### config.mk
export PLATFORM = sky130hd
export DESIGN_NAME = drum_velocity_layer_remapper_top
export DESIGN_NICKNAME = d
export VERILOG_FILES = /design/src/rtl/core/dvlr_pkg.sv /design/src/rtl/core/dvlr_ram.sv /design/src/rtl/core/dvlr_ctrl.sv /design/src/rtl/core/dvlr_dp.sv /design/src/rtl/core/drum_velocity_layer_remapper_top.sv
export SDC_FILE = /design/constraint.sdc
export NUM_CORES = 2
export LEC_CHECK = 0
export BUFFER_PORTS_ARGS = -buffer_cell sky130_fd_sc_hd__buf_2
export CAP_MARGIN = 20
export CORE_ASPECT_RATIO = 1.5
export CORE_UTILIZATION = 40
export CTS_CLUSTER_SIZE = 20
export DETAILED_ROUTE_END_ITERATION = 7
export SLEW_MARGIN = 20
export SYNTH_ARGS = -nofsm -noshare
export SYNTH_HDL_FRONTEND = slang
export SYNTH_SLANG_ARGS = --single-unit
export TNS_END_PERCENT = 100
### constraint.sdc
create_clock -name clk -period 8.2 [get_ports clk]
set_input_delay 1.23 -clock clk [delete_from_list [all_inputs] [get_ports clk]]
set_output_delay 1.23 -clock clk [all_outputs]
set_load 0.01 [all_outputs]
### src/rtl/core/dvlr_pkg.sv
package dvlr_pkg;

    localparam int NUM_PADS_DEF   = 8;
    localparam int NUM_RANGES_DEF = 4;

    localparam int CMD_W    = 2;
    localparam int NOTE_W   = 7;
    localparam int VEL_W    = 7;
    localparam int PIDX_W   = 3;
    localparam int SEL_W    = 5;
    localparam int VAL_W    = 16;
    localparam int HOLD_W   = 16;
    localparam int TIME_W   = 32;
    localparam int PROD_W   = 2 * VEL_W;
    localparam int REM_W    = VEL_W + 1;
    localparam int DCNT_W   = $clog2(PROD_W);

    localparam logic [CMD_W-1:0] CMD_NOTE_ON  = 2'd0;
    localparam logic [CMD_W-1:0] CMD_NOTE_OFF = 2'd1;
    localparam logic [CMD_W-1:0] CMD_TICK     = 2'd2;
    localparam logic [CMD_W-1:0] CMD_WRITE    = 2'd3;

    localparam logic [SEL_W-1:0] FS_TRIG      = 5'd0;
    localparam logic [SEL_W-1:0] FS_MINVEL    = 5'd1;
    localparam logic [SEL_W-1:0] FS_EN        = 5'd2;
    localparam logic [SEL_W-1:0] FS_HOLD      = 5'd3;
    localparam logic [SEL_W-1:0] FS_RNG_BASE  = 5'd4;

    localparam logic [1:0] RK_UPPER = 2'd0;
    localparam logic [1:0] RK_NOTE  = 2'd1;
    localparam logic [1:0] RK_MAX   = 2'd2;
    localparam logic [1:0] RK_HOLD  = 2'd3;

    typedef struct packed {
        logic [NOTE_W-1:0] trig;
        logic [VEL_W-1:0]  minvel;
        logic              en;
        logic [HOLD_W-1:0] hold;
        logic [TIME_W-1:0] last_time;
        logic [NOTE_W-1:0] last_note;
    } pad_rec_t;

    typedef struct packed {
        logic [VEL_W-1:0]  upper;
        logic [NOTE_W-1:0] note;
        logic [VEL_W-1:0]  maxv;
        logic [HOLD_W-1:0] hold;
    } rng_rec_t;

    typedef struct packed {
        logic clr_step;
        logic load;
        logic pad_rd;
        logic pad_next;
        logic pad_latch;
        logic set_repeat;
        logic rng_init;
        logic rng_rd;
        logic rng_next;
        logic rng_latch;
        logic div_init;
        logic div_step;
        logic set_range;
        logic pad_wb;
        logic tw_rd;
        logic tw_wr;
        logic emit_first;
        logic emit_final;
    } ctrl_cmd_t;

    typedef struct packed {
        logic [CMD_W-1:0] in_cmd;
        logic clr_done;
        logic pad_match;
        logic pad_en;
        logic in_window;
        logic pad_last;
        logic rng_hit;
        logic rng_last;
        logic div_last;
        logic wr_valid;
        logic out_free;
    } ctrl_sts_t;

endpackage

### src/rtl/core/dvlr_ram.sv
module dvlr_ram #(
    parameter int WIDTH = 8,
    parameter int DEPTH = 8,
    parameter int AW    = (DEPTH > 1) ? $clog2(DEPTH) : 1
) (
    input  logic             clk,
    input  logic             we,
    input  logic [AW-1:0]    waddr,
    input  logic [WIDTH-1:0] wdata,
    input  logic [AW-1:0]    raddr,
    output logic [WIDTH-1:0] rdata
);

    logic [WIDTH-1:0] mem [DEPTH];

    always_ff @(posedge clk)
    begin
        if (we)
        begin
            mem[waddr] <= wdata;
        end
        rdata <= mem[raddr];
    end

endmodule

### src/rtl/core/dvlr_ctrl.sv
module dvlr_ctrl import dvlr_pkg::*; (
    input  logic       clk,
    input  logic       rst_n,
    input  logic       in_valid,
    output logic       in_ready,
    input  ctrl_sts_t  sts,
    output ctrl_cmd_t  cmd
);

    typedef enum logic [3:0] {
        S_CLEAR, S_IDLE, S_SCAN_RD, S_SCAN_CHK, S_RNG_RD, S_RNG_CHK,
        S_MUL, S_DIV, S_FIN, S_WB, S_EMIT1, S_EMIT2, S_TW_RD, S_TW_WR
    } state_t;

    state_t state_reg, state_next;

    always_ff @(posedge clk or negedge rst_n)
    begin
        if (!rst_n)
        begin
            state_reg <= S_CLEAR;
        end
        else
        begin
            state_reg <= state_next;
        end
    end

    assign in_ready = (state_reg == S_IDLE);

    always_comb
    begin
        state_next = state_reg;
        cmd        = '0;
        case (state_reg)
            S_CLEAR:
            begin
                cmd.clr_step = 1'b1;
                if (sts.clr_done)
                begin
                    state_next = S_IDLE;
                end
            end
            S_IDLE:
            begin
                if (in_valid)
                begin
                    cmd.load = 1'b1;
                    case (sts.in_cmd)
                        CMD_NOTE_ON:  state_next = S_SCAN_RD;
                        CMD_NOTE_OFF: state_next = S_EMIT2;
                        CMD_WRITE:    state_next = S_TW_RD;
                        default:      state_next = S_IDLE;
                    endcase
                end
            end
            S_SCAN_RD:
            begin
                cmd.pad_rd = 1'b1;
                state_next = S_SCAN_CHK;
            end
            S_SCAN_CHK:
            begin
                if (sts.pad_match)
                begin
                    cmd.pad_latch = 1'b1;
                    if (sts.pad_en && sts.in_window)
                    begin
                        cmd.set_repeat = 1'b1;
                        state_next     = S_WB;
                    end
                    else if (sts.pad_en)
                    begin
                        cmd.rng_init = 1'b1;
                        state_next   = S_RNG_RD;
                    end
                    else
                    begin
                        state_next = S_WB;
                    end
                end
                else if (sts.pad_last)
                begin
                    state_next = S_EMIT1;
                end
                else
                begin
                    cmd.pad_next = 1'b1;
                    state_next   = S_SCAN_RD;
                end
            end
            S_RNG_RD:
            begin
                cmd.rng_rd = 1'b1;
                state_next = S_RNG_CHK;
            end
            S_RNG_CHK:
            begin
                if (sts.rng_hit)
                begin
                    cmd.rng_latch = 1'b1;
                    state_next    = S_MUL;
                end
                else if (sts.rng_last)
                begin
                    state_next = S_WB;
                end
                else
                begin
                    cmd.rng_next = 1'b1;
                    state_next   = S_RNG_RD;
                end
            end
            S_MUL:
            begin
                cmd.div_init = 1'b1;
                state_next   = S_DIV;
            end
            S_DIV:
            begin
                cmd.div_step = 1'b1;
                if (sts.div_last)
                begin
                    state_next = S_FIN;
                end
            end
            S_FIN:
            begin
                cmd.set_range = 1'b1;
                state_next    = S_WB;
            end
            S_WB:
            begin
                cmd.pad_wb = 1'b1;
                state_next = S_EMIT1;
            end
            S_EMIT1:
            begin
                if (sts.out_free)
                begin
                    cmd.emit_first = 1'b1;
                    state_next     = S_EMIT2;
                end
            end
            S_EMIT2:
            begin
                if (sts.out_free)
                begin
                    cmd.emit_final = 1'b1;
                    state_next     = S_IDLE;
                end
            end
            S_TW_RD:
            begin
                if (sts.wr_valid)
                begin
                    cmd.tw_rd  = 1'b1;
                    state_next = S_TW_WR;
                end
                else
                begin
                    state_next = S_IDLE;
                end
            end
            S_TW_WR:
            begin
                cmd.tw_wr  = 1'b1;
                state_next = S_IDLE;
            end
            default:
            begin
                state_next = S_IDLE;
            end
        endcase
    end

    a_emit_free: assert property (@(posedge clk) disable iff (!rst_n)
        (cmd.emit_first || cmd.emit_final) |-> sts.out_free)
        else $error("result loaded while output register busy");

    a_clear_once: assert property (@(posedge clk) disable iff (!rst_n)
        (state_reg != S_CLEAR) |=> (state_reg != S_CLEAR))
        else $error("clear pass re-entered");

    a_no_ready_busy: assert property (@(posedge clk) disable iff (!rst_n)
        in_ready |-> !(cmd.pad_wb || cmd.tw_wr || cmd.div_step))
        else $error("ready while item in flight");

endmodule

### src/rtl/core/dvlr_dp.sv
module dvlr_dp import dvlr_pkg::*; #(
    parameter int NUM_PADS   = NUM_PADS_DEF,
    parameter int NUM_RANGES = NUM_RANGES_DEF
) (
    input  logic              clk,
    input  logic              rst_n,
    input  logic [CMD_W-1:0]  cmd,
    input  logic [NOTE_W-1:0] note,
    input  logic [VEL_W-1:0]  velocity,
    input  logic [PIDX_W-1:0] pad_index,
    input  logic [SEL_W-1:0]  field_select,
    input  logic [VAL_W-1:0]  write_value,
    output logic              out_valid,
    input  logic              out_ready,
    output logic [NOTE_W-1:0] out_note,
    output logic [VEL_W-1:0]  out_velocity,
    output logic              last,
    input  ctrl_cmd_t         ctl,
    output ctrl_sts_t         sts
);

    localparam int RNG_N  = NUM_PADS * NUM_RANGES;
    localparam int PAD_AW = (NUM_PADS > 1) ? $clog2(NUM_PADS) : 1;
    localparam int RNG_AW = (RNG_N > 1) ? $clog2(RNG_N) : 1;
    localparam int RI_W   = (NUM_RANGES > 1) ? $clog2(NUM_RANGES) : 1;

    logic [RNG_AW-1:0] clr_cnt_reg;
    logic [TIME_W-1:0] now_reg;
    logic [NOTE_W-1:0] n_reg;
    logic [VEL_W-1:0]  v_reg;
    logic [PIDX_W-1:0] wpad_reg;
    logic [SEL_W-1:0]  wsel_reg;
    logic [VAL_W-1:0]  wval_reg;
    logic [PAD_AW-1:0] p_reg;
    logic [RI_W-1:0]   r_reg;
    logic [VEL_W-1:0]  lower_reg;
    pad_rec_t          pad_rec_reg;
    logic [HOLD_W-1:0] rhold_reg;
    logic [NOTE_W-1:0] rnote_reg;
    logic [VEL_W-1:0]  div_reg;
    logic [PROD_W-1:0] prod_reg;
    logic [REM_W+PROD_W-1:0] acc_reg;
    logic [DCNT_W-1:0] dcnt_reg;
    logic              out_valid_reg;
    logic [NOTE_W-1:0] out_note_reg;
    logic [VEL_W-1:0]  out_vel_reg;
    logic              out_last_reg;

    pad_rec_t          pad_rd_data, pad_wdata;
    rng_rec_t          rng_rd_data, rng_wdata;
    logic              pad_we, rng_we;
    logic [PAD_AW-1:0] pad_waddr, pad_raddr, wpad_addr;
    logic [RNG_AW-1:0] rng_waddr, rng_raddr, scan_entry, wr_entry;
    logic [SEL_W-1:0]  sel_off;
    logic [2:0]        wr_rng;
    logic              wr_is_pad;
    logic [TIME_W-1:0] elapsed;
    logic [REM_W+PROD_W-1:0] acc_sh;
    logic [REM_W-1:0]  acc_hi;
    logic              clr_pad;

    assign wpad_addr  = PAD_AW'(wpad_reg);
    assign sel_off    = wsel_reg - FS_RNG_BASE;
    assign wr_rng     = sel_off[4:2];
    assign wr_is_pad  = (wsel_reg < FS_RNG_BASE);
    assign scan_entry = RNG_AW'(p_reg) * RNG_AW'(NUM_RANGES) + RNG_AW'(r_reg);
    assign wr_entry   = RNG_AW'(wpad_reg) * RNG_AW'(NUM_RANGES) + RNG_AW'(wr_rng);
    assign clr_pad    = (32'(clr_cnt_reg) < NUM_PADS);
    assign elapsed    = now_reg - pad_rd_data.last_time;

    always_comb
    begin
        pad_raddr = ctl.tw_rd ? wpad_addr : p_reg;
        rng_raddr = ctl.tw_rd ? wr_entry : scan_entry;
        pad_we    = 1'b0;
        pad_waddr = p_reg;
        pad_wdata = pad_rec_reg;
        rng_we    = 1'b0;
        rng_waddr = wr_entry;
        rng_wdata = rng_rd_data;
        if (ctl.clr_step)
        begin
            pad_we    = clr_pad;
            pad_waddr = clr_cnt_reg[PAD_AW-1:0];
            pad_wdata = '0;
            rng_we    = 1'b1;
            rng_waddr = clr_cnt_reg;
            rng_wdata = '0;
        end
        else if (ctl.pad_wb)
        begin
            pad_we              = 1'b1;
            pad_wdata.last_time = now_reg;
            pad_wdata.last_note = n_reg;
        end
        else if (ctl.tw_wr)
        begin
            pad_waddr = wpad_addr;
            pad_wdata = pad_rd_data;
            if (wr_is_pad)
            begin
                pad_we = 1'b1;
                case (wsel_reg)
                    FS_TRIG:   pad_wdata.trig   = wval_reg[NOTE_W-1:0];
                    FS_MINVEL: pad_wdata.minvel = wval_reg[VEL_W-1:0];
                    FS_EN:     pad_wdata.en     = wval_reg[0];
                    default:   pad_wdata.hold   = wval_reg[HOLD_W-1:0];
                endcase
            end
            else
            begin
                rng_we = 1'b1;
                case (sel_off[1:0])
                    RK_UPPER: rng_wdata.upper = wval_reg[VEL_W-1:0];
                    RK_NOTE:  rng_wdata.note  = wval_reg[NOTE_W-1:0];
                    RK_MAX:   rng_wdata.maxv  = wval_reg[VEL_W-1:0];
                    default:  rng_wdata.hold  = wval_reg[HOLD_W-1:0];
                endcase
            end
        end
    end

    dvlr_ram #(.WIDTH($bits(pad_rec_t)), .DEPTH(NUM_PADS), .AW(PAD_AW)) u_pad_ram (
        .clk   (clk),
        .we    (pad_we),
        .waddr (pad_waddr),
        .wdata (pad_wdata),
        .raddr (pad_raddr),
        .rdata (pad_rd_data)
    );

    dvlr_ram #(.WIDTH($bits(rng_rec_t)), .DEPTH(RNG_N), .AW(RNG_AW)) u_rng_ram (
        .clk   (clk),
        .we    (rng_we),
        .waddr (rng_waddr),
        .wdata (rng_wdata),
        .raddr (rng_raddr),
        .rdata (rng_rd_data)
    );

    // restoring division, one quotient bit per step
    always_comb
    begin
        acc_sh = {acc_reg[REM_W+PROD_W-2:0], 1'b0};
        acc_hi = acc_sh[REM_W+PROD_W-1:PROD_W];
        if (acc_hi >= {1'b0, div_reg})
        begin
            acc_sh[REM_W+PROD_W-1:PROD_W] = acc_hi - {1'b0, div_reg};
            acc_sh[0] = 1'b1;
        end
    end

    always_ff @(posedge clk or negedge rst_n)
    begin
        if (!rst_n)
        begin
            clr_cnt_reg   <= '0;
            now_reg       <= '0;
            out_valid_reg <= 1'b0;
        end
        else
        begin
            if (ctl.clr_step)
            begin
                clr_cnt_reg <= clr_cnt_reg + 1'b1;
            end
            if (ctl.load && (cmd == CMD_TICK))
            begin
                now_reg <= now_reg + 1'b1;
            end
            if (ctl.emit_first || ctl.emit_final)
            begin
                out_valid_reg <= 1'b1;
            end
            else if (out_ready)
            begin
                out_valid_reg <= 1'b0;
            end
        end
    end

    always_ff @(posedge clk)
    begin
        if (ctl.load)
        begin
            n_reg    <= note;
            v_reg    <= velocity;
            wpad_reg <= pad_index;
            wsel_reg <= field_select;
            wval_reg <= write_value;
            p_reg    <= '0;
        end
        if (ctl.pad_next)
        begin
            p_reg <= p_reg + 1'b1;
        end
        if (ctl.pad_latch)
        begin
            pad_rec_reg <= pad_rd_data;
        end
        if (ctl.set_repeat)
        begin
            n_reg <= pad_rd_data.last_note;
        end
        if (ctl.rng_init)
        begin
            r_reg     <= '0;
            lower_reg <= pad_rd_data.minvel;
        end
        if (ctl.rng_next)
        begin
            r_reg     <= r_reg + 1'b1;
            lower_reg <= rng_rd_data.upper;
        end
        if (ctl.rng_latch)
        begin
            prod_reg  <= {{VEL_W{1'b0}}, rng_rd_data.maxv} * {{VEL_W{1'b0}}, v_reg};
            div_reg   <= rng_rd_data.upper;
            rnote_reg <= rng_rd_data.note;
            rhold_reg <= rng_rd_data.hold;
        end
        if (ctl.div_init)
        begin
            acc_reg  <= {{REM_W{1'b0}}, prod_reg};
            dcnt_reg <= '0;
        end
        if (ctl.div_step)
        begin
            acc_reg  <= acc_sh;
            dcnt_reg <= dcnt_reg + 1'b1;
        end
        if (ctl.set_range)
        begin
            n_reg            <= rnote_reg;
            v_reg            <= acc_reg[VEL_W-1:0];
            pad_rec_reg.hold <= rhold_reg;
        end
        if (ctl.emit_first)
        begin
            out_note_reg <= n_reg;
            out_vel_reg  <= v_reg;
            out_last_reg <= 1'b0;
        end
        if (ctl.emit_final)
        begin
            out_note_reg <= n_reg;
            out_vel_reg  <= '0;
            out_last_reg <= 1'b1;
        end
    end

    always_comb
    begin
        sts.in_cmd    = cmd;
        sts.clr_done  = (clr_cnt_reg == RNG_AW'(RNG_N - 1));
        sts.pad_match = (pad_rd_data.trig == n_reg);
        sts.pad_en    = pad_rd_data.en;
        sts.in_window = (elapsed < {{(TIME_W-HOLD_W){1'b0}}, pad_rd_data.hold});
        sts.pad_last  = (p_reg == PAD_AW'(NUM_PADS - 1));
        sts.rng_hit   = (v_reg > lower_reg) && (v_reg <= rng_rd_data.upper);
        sts.rng_last  = (r_reg == RI_W'(NUM_RANGES - 1));
        sts.div_last  = (dcnt_reg == DCNT_W'(PROD_W - 1));
        sts.wr_valid  = ({4'b0, wpad_reg} < 7'(NUM_PADS))
                        && (wr_is_pad || ({1'b0, wr_rng} < 4'(NUM_RANGES)));
        sts.out_free  = !out_valid_reg || out_ready;
    end

    assign out_valid    = out_valid_reg;
    assign out_note     = out_note_reg;
    assign out_velocity = out_vel_reg;
    assign last         = out_last_reg;

    a_out_rise: assert property (@(posedge clk) disable iff (!rst_n)
        $rose(out_valid_reg) |-> $past(ctl.emit_first || ctl.emit_final))
        else $error("output valid without a result load");

    a_div_nonzero: assert property (@(posedge clk) disable iff (!rst_n)
        ctl.div_step |-> (div_reg != '0))
        else $error("division by zero upper bound");

    a_hit_before_mul: assert property (@(posedge clk) disable iff (!rst_n)
        ctl.rng_latch |-> (sts.rng_hit && (p_reg <= PAD_AW'(NUM_PADS - 1))))
        else $error("range latched without a hit");

endmodule

### src/rtl/core/drum_velocity_layer_remapper_top.sv
// Channel   Direction  Handshake              Payload
// input     in         in_valid / in_ready    cmd, note, velocity, pad_index,
//                                             field_select, write_value
// result    out        out_valid / out_ready  out_note, out_velocity, last
//
// One item at a time. A tick is done once accepted. A note-off makes one result
// transfer. A table write reads the target record, then writes it back (an
// out-of-range target is dropped). A note-on scans pads up to the first match,
// tries velocity ranges, then runs the multiply, the 14-step restoring divider
// and the result load, a writeback, then 2 result transfers.
// After reset a clearing pass zeroes the tables; in_ready stays low during it.
// A stalled output only holds the result transfers.
module drum_velocity_layer_remapper_top import dvlr_pkg::*; #(
    parameter int NUM_PADS   = NUM_PADS_DEF,
    parameter int NUM_RANGES = NUM_RANGES_DEF
) (
    input  logic              clk,
    input  logic              rst_n,
    input  logic              in_valid,
    output logic              in_ready,
    input  logic [CMD_W-1:0]  cmd,
    input  logic [NOTE_W-1:0] note,
    input  logic [VEL_W-1:0]  velocity,
    input  logic [PIDX_W-1:0] pad_index,
    input  logic [SEL_W-1:0]  field_select,
    input  logic [VAL_W-1:0]  write_value,
    output logic              out_valid,
    input  logic              out_ready,
    output logic [NOTE_W-1:0] out_note,
    output logic [VEL_W-1:0]  out_velocity,
    output logic              last
);

    ctrl_cmd_t ctl;
    ctrl_sts_t sts;

    dvlr_ctrl u_ctrl (
        .clk      (clk),
        .rst_n    (rst_n),
        .in_valid (in_valid),
        .in_ready (in_ready),
        .sts      (sts),
        .cmd      (ctl)
    );

    dvlr_dp #(.NUM_PADS(NUM_PADS), .NUM_RANGES(NUM_RANGES)) u_dp (
        .clk          (clk),
        .rst_n        (rst_n),
        .cmd          (cmd),
        .note         (note),
        .velocity     (velocity),
        .pad_index    (pad_index),
        .field_select (field_select),
        .write_value  (write_value),
        .out_valid    (out_valid),
        .out_ready    (out_ready),
        .out_note     (out_note),
        .out_velocity (out_velocity),
        .last         (last),
        .ctl          (ctl),
        .sts          (sts)
    );

endmodule
==> flow_summary.ini <==
[run_status]
outcome = completed

[placed_design]
hpwl_mm = 119
gp_congestion = 0.888
io_buffers = 60
postPlaceCellArea_mm2 = 0.0892
dpl_worst_slack_ps = 2370

[power]
cellPowerDensity_mw_per_mm2 = 368
power.total_mw = 35.2
sw_frac_of_total_pct = 32.7
seqPwrFrac_pct = 45.1
p_clk_share_pct = 25.9
p_sw_mw = 11.5
vdd_drop_max_v = 0.000354
leakage_nw = 32.0
p_int_mw = 23.7
combinationalPowerShare_pct = 28.9

[worst_setup_path]
cp.required_ps = 8620
crit_fanout = 9
crit_family = simple AND/OR/NAND/NOR gates
cp.arrival_ps = 6390
path_buf_inv = 1
crit_top_cell = ha_1
critPathLaunchType = register
path_cells = inv_1 > ha_1 > fa_1 > nor2b_1 > o2111ai_2 > a21oi_1 > nor2_1 > o21bai_1 > xor2_1 > ha_1 > nand4_1 > a2111oi_0 > or4_1 > nor4_1 > a21boi_0 > or4b_1 > nor4_2 > o22ai_1
crit_path_top_delay_cell = nor4_2
end_kind = register
slowest_delay_ps = 650
crit_type = reg -> reg

[final_layout]
largest_register = u_dp.u_rng_ram.mem
reg_top3 = u_dp.u_rng_ram.mem (1184), u_dp.u_pad_ram.mem (560)
area_growth_pct = 12.8
n_fill_cell = 18113
fin_nets = 5139
finish.instance_area_mm2 = 0.0956
largest_reg_flops = 1184
multi_input_area_mm2 = 0.0223
ff_latch_area_mm2 = 0.0616
drive_gt1_share_pct = 21.3

[floorplan]
core_mm2 = 0.210
die_w_um = 378
dieArea_mm2 = 0.214
die_h_um = 566
io_pins = 61
initial_core_util_pct = 40.3
rows = 206

[logic_synthesis]
yosysWarnings = 0
synth_edf_count = 1940
syn_avg_cell_area_um2 = 17.6
netlist_top_cells_count = edfxtp_1 (1940), nand2_1 (550), mux4_2 (436)
async_flop_share_pct = 2.00
seq_area_frac_synth_pct = 72.7
ys_top_cells_by_area = edfxtp_1 (69%), mux4_2 (12%), dfxtp_1 (2.7%)
synth_most_common_cell = edfxtp_1
synth_fp_nets = 4991
yosys.area.top_type = edfxtp_1
ys.flop_type = edfxtp_1
syn_area_mm2 = 0.0848
synthCells = 4805
netlist.area_leader.share_pct = 68.7
synth_cell_types = 74
ys_seq_elements = 2097

[clock_tree]
cts.sinks = 2097
cts_tree = yes
cts_setup_buffers = 0
cts_max_level = 4
cts_buffer_depth = 4
cts_buffers = 201
cts-root-buf = clkbuf_16
cts_hold_buf = 0
clk_transition_reported_paths_ps = 60
cts_resized = 0
clkLatencyLatePin_ps = 860

[sta]
tightestPinTransition_ps = 1180
fin_crit_ps = 5970
fin_tns_setup_ps = 0
rsz0062_at_grt = no
fmax_ghz = 0.168
hold_violations = 0
skew_ps = 70.8
setup-violations-final = 0
fin_ws_ps = 2230
maxSlewHeadroom_pct = 21.5
slew_viol_final = 0
period_share_pct = 72.8

[drt]
wirelength_mm = 216
drc_errors = 0
vias = 44880
wl_per_cell_um = 27.3
drt_iter0_markers = 4088
first_pass_iters = 5
drtAntennaViolNets = 0
drt-vias-per-instance = 5.66

[global_routing]
grt_usage_pct = 20.2
grt_max_degree = 141
grt.overflow.total = 0
grt_pass1_wl_mm = 316
grt_pass1_vias = 46384
antenna_found_initial = 6

[worst_hold_path]
min_path_type = in -> async

[job]
max_cap_viol_count = 0
-- power groups by stage --
stage | registers, mW | clock network (mW) | logic (mW)
4_1_cts | 15.9 | 9.28 | 10.3
6_report | 15.9 | 9.12 | 10.2
3_3_place_gp | 16.0 | 0 | 10.1
3_5_place_dp | 16.1 | 0 | 10.2
2_1_floorplan | 15.7 | 0 | 6.72
5_1_grt | 16.0 | 9.65 | 11.2
-- metrics by stage --
step	utilization, %	hold slack, ps	cells
final	45.5	422	7924
after global routing	45.5	429	7921
after CTS	45.4	388	7920
after detailed placement	42.4	417	7558
after global placement	42.4	412	7556
after floorplan	-	408	4805
-- worst paths after layout --
| check | end | depth (start not counted) | from | slack (ps) |
|---|---|---|---|---|
| max reg2reg | u_dp.lower_reg[2] | 18 | u_dp.now_reg[0] | 2230 |
| min reg2reg | u_dp.pad_rec_reg[11] | 0 | u_dp.u_pad_ram.rdata[11] | 430 |
| max | u_dp.lower_reg[2] | 18 | u_dp.now_reg[0] | 2230 |
| min in group clk | u_dp.pad_rec_reg[11] | 0 | u_dp.u_pad_ram.rdata[11] | 430 |
| max in group asynchronous | u_dp.now_reg[2] | 1 | rst_n | 7300 |
| min | u_dp.now_reg[29] | 1 | rst_n | 420 |
-- cell usage in the layout (no fill, tap or decap), types with 16 or more instances in the layout --
cell and instances:
clkbuf_8 18, o21ai_0 69, inv_1 122, clkinv_1 22, edfxtp_1 1940, nand4_1 36, mux4_2 436, nand2_1 550
a21oi_1 88, xnor2_1 57, dfrtp_1 42, buf_2 59, clkinv_2 29, o21a_1 17, nor2b_1 17, nor3_1 29
mux2i_1 57, o221ai_1 28, clkbuf_1 60, dfxtp_1 115, clkbuf_16 204, nor2_4 43, xor2_1 21, buf_4 118
o21ai_1 44, nor2_1 140, and2_1 32, nand3_1 217, fa_1 26, ha_1 116, a31oi_1 16, mux2_2 92
a211oi_1 36
-- area by class of cell --
type	count	share of cell area (%)
antenna	4	0.0105
tap	2808	3.67
inverter	123	0.483
clock inverter	80	0.835
multi-input combinational	2345	23.3
timing repair buffer	185	1.41
sequential	2097	64.4
clock buffer	282	5.83
-- cells by family (layout without fill, tap and decap cells) --
group	Yosys count	after routing	synth area share, %
DFF	2097	2097	72.7
and+or+nand+nor	1124	1124	5.82
buffers and inverters	363	670	1.74
xor gates and xnor gates	78	78	0.806
AOI/OAI and AO/OA	408	408	3.07
other	0	4	0
muxes	592	592	13.6
adders and majority gates	143	143	2.34
-- per-layer routing --
metal	GRT usage, %	up-vias	wire, um
met5	0	-	13
met4	5.95	2	6010
met3	2.61	362	12300
met2	35.4	1463	112000
met1	26.0	23913	85900
li1	-	19140	-
(Power assumes the default switching activity.)
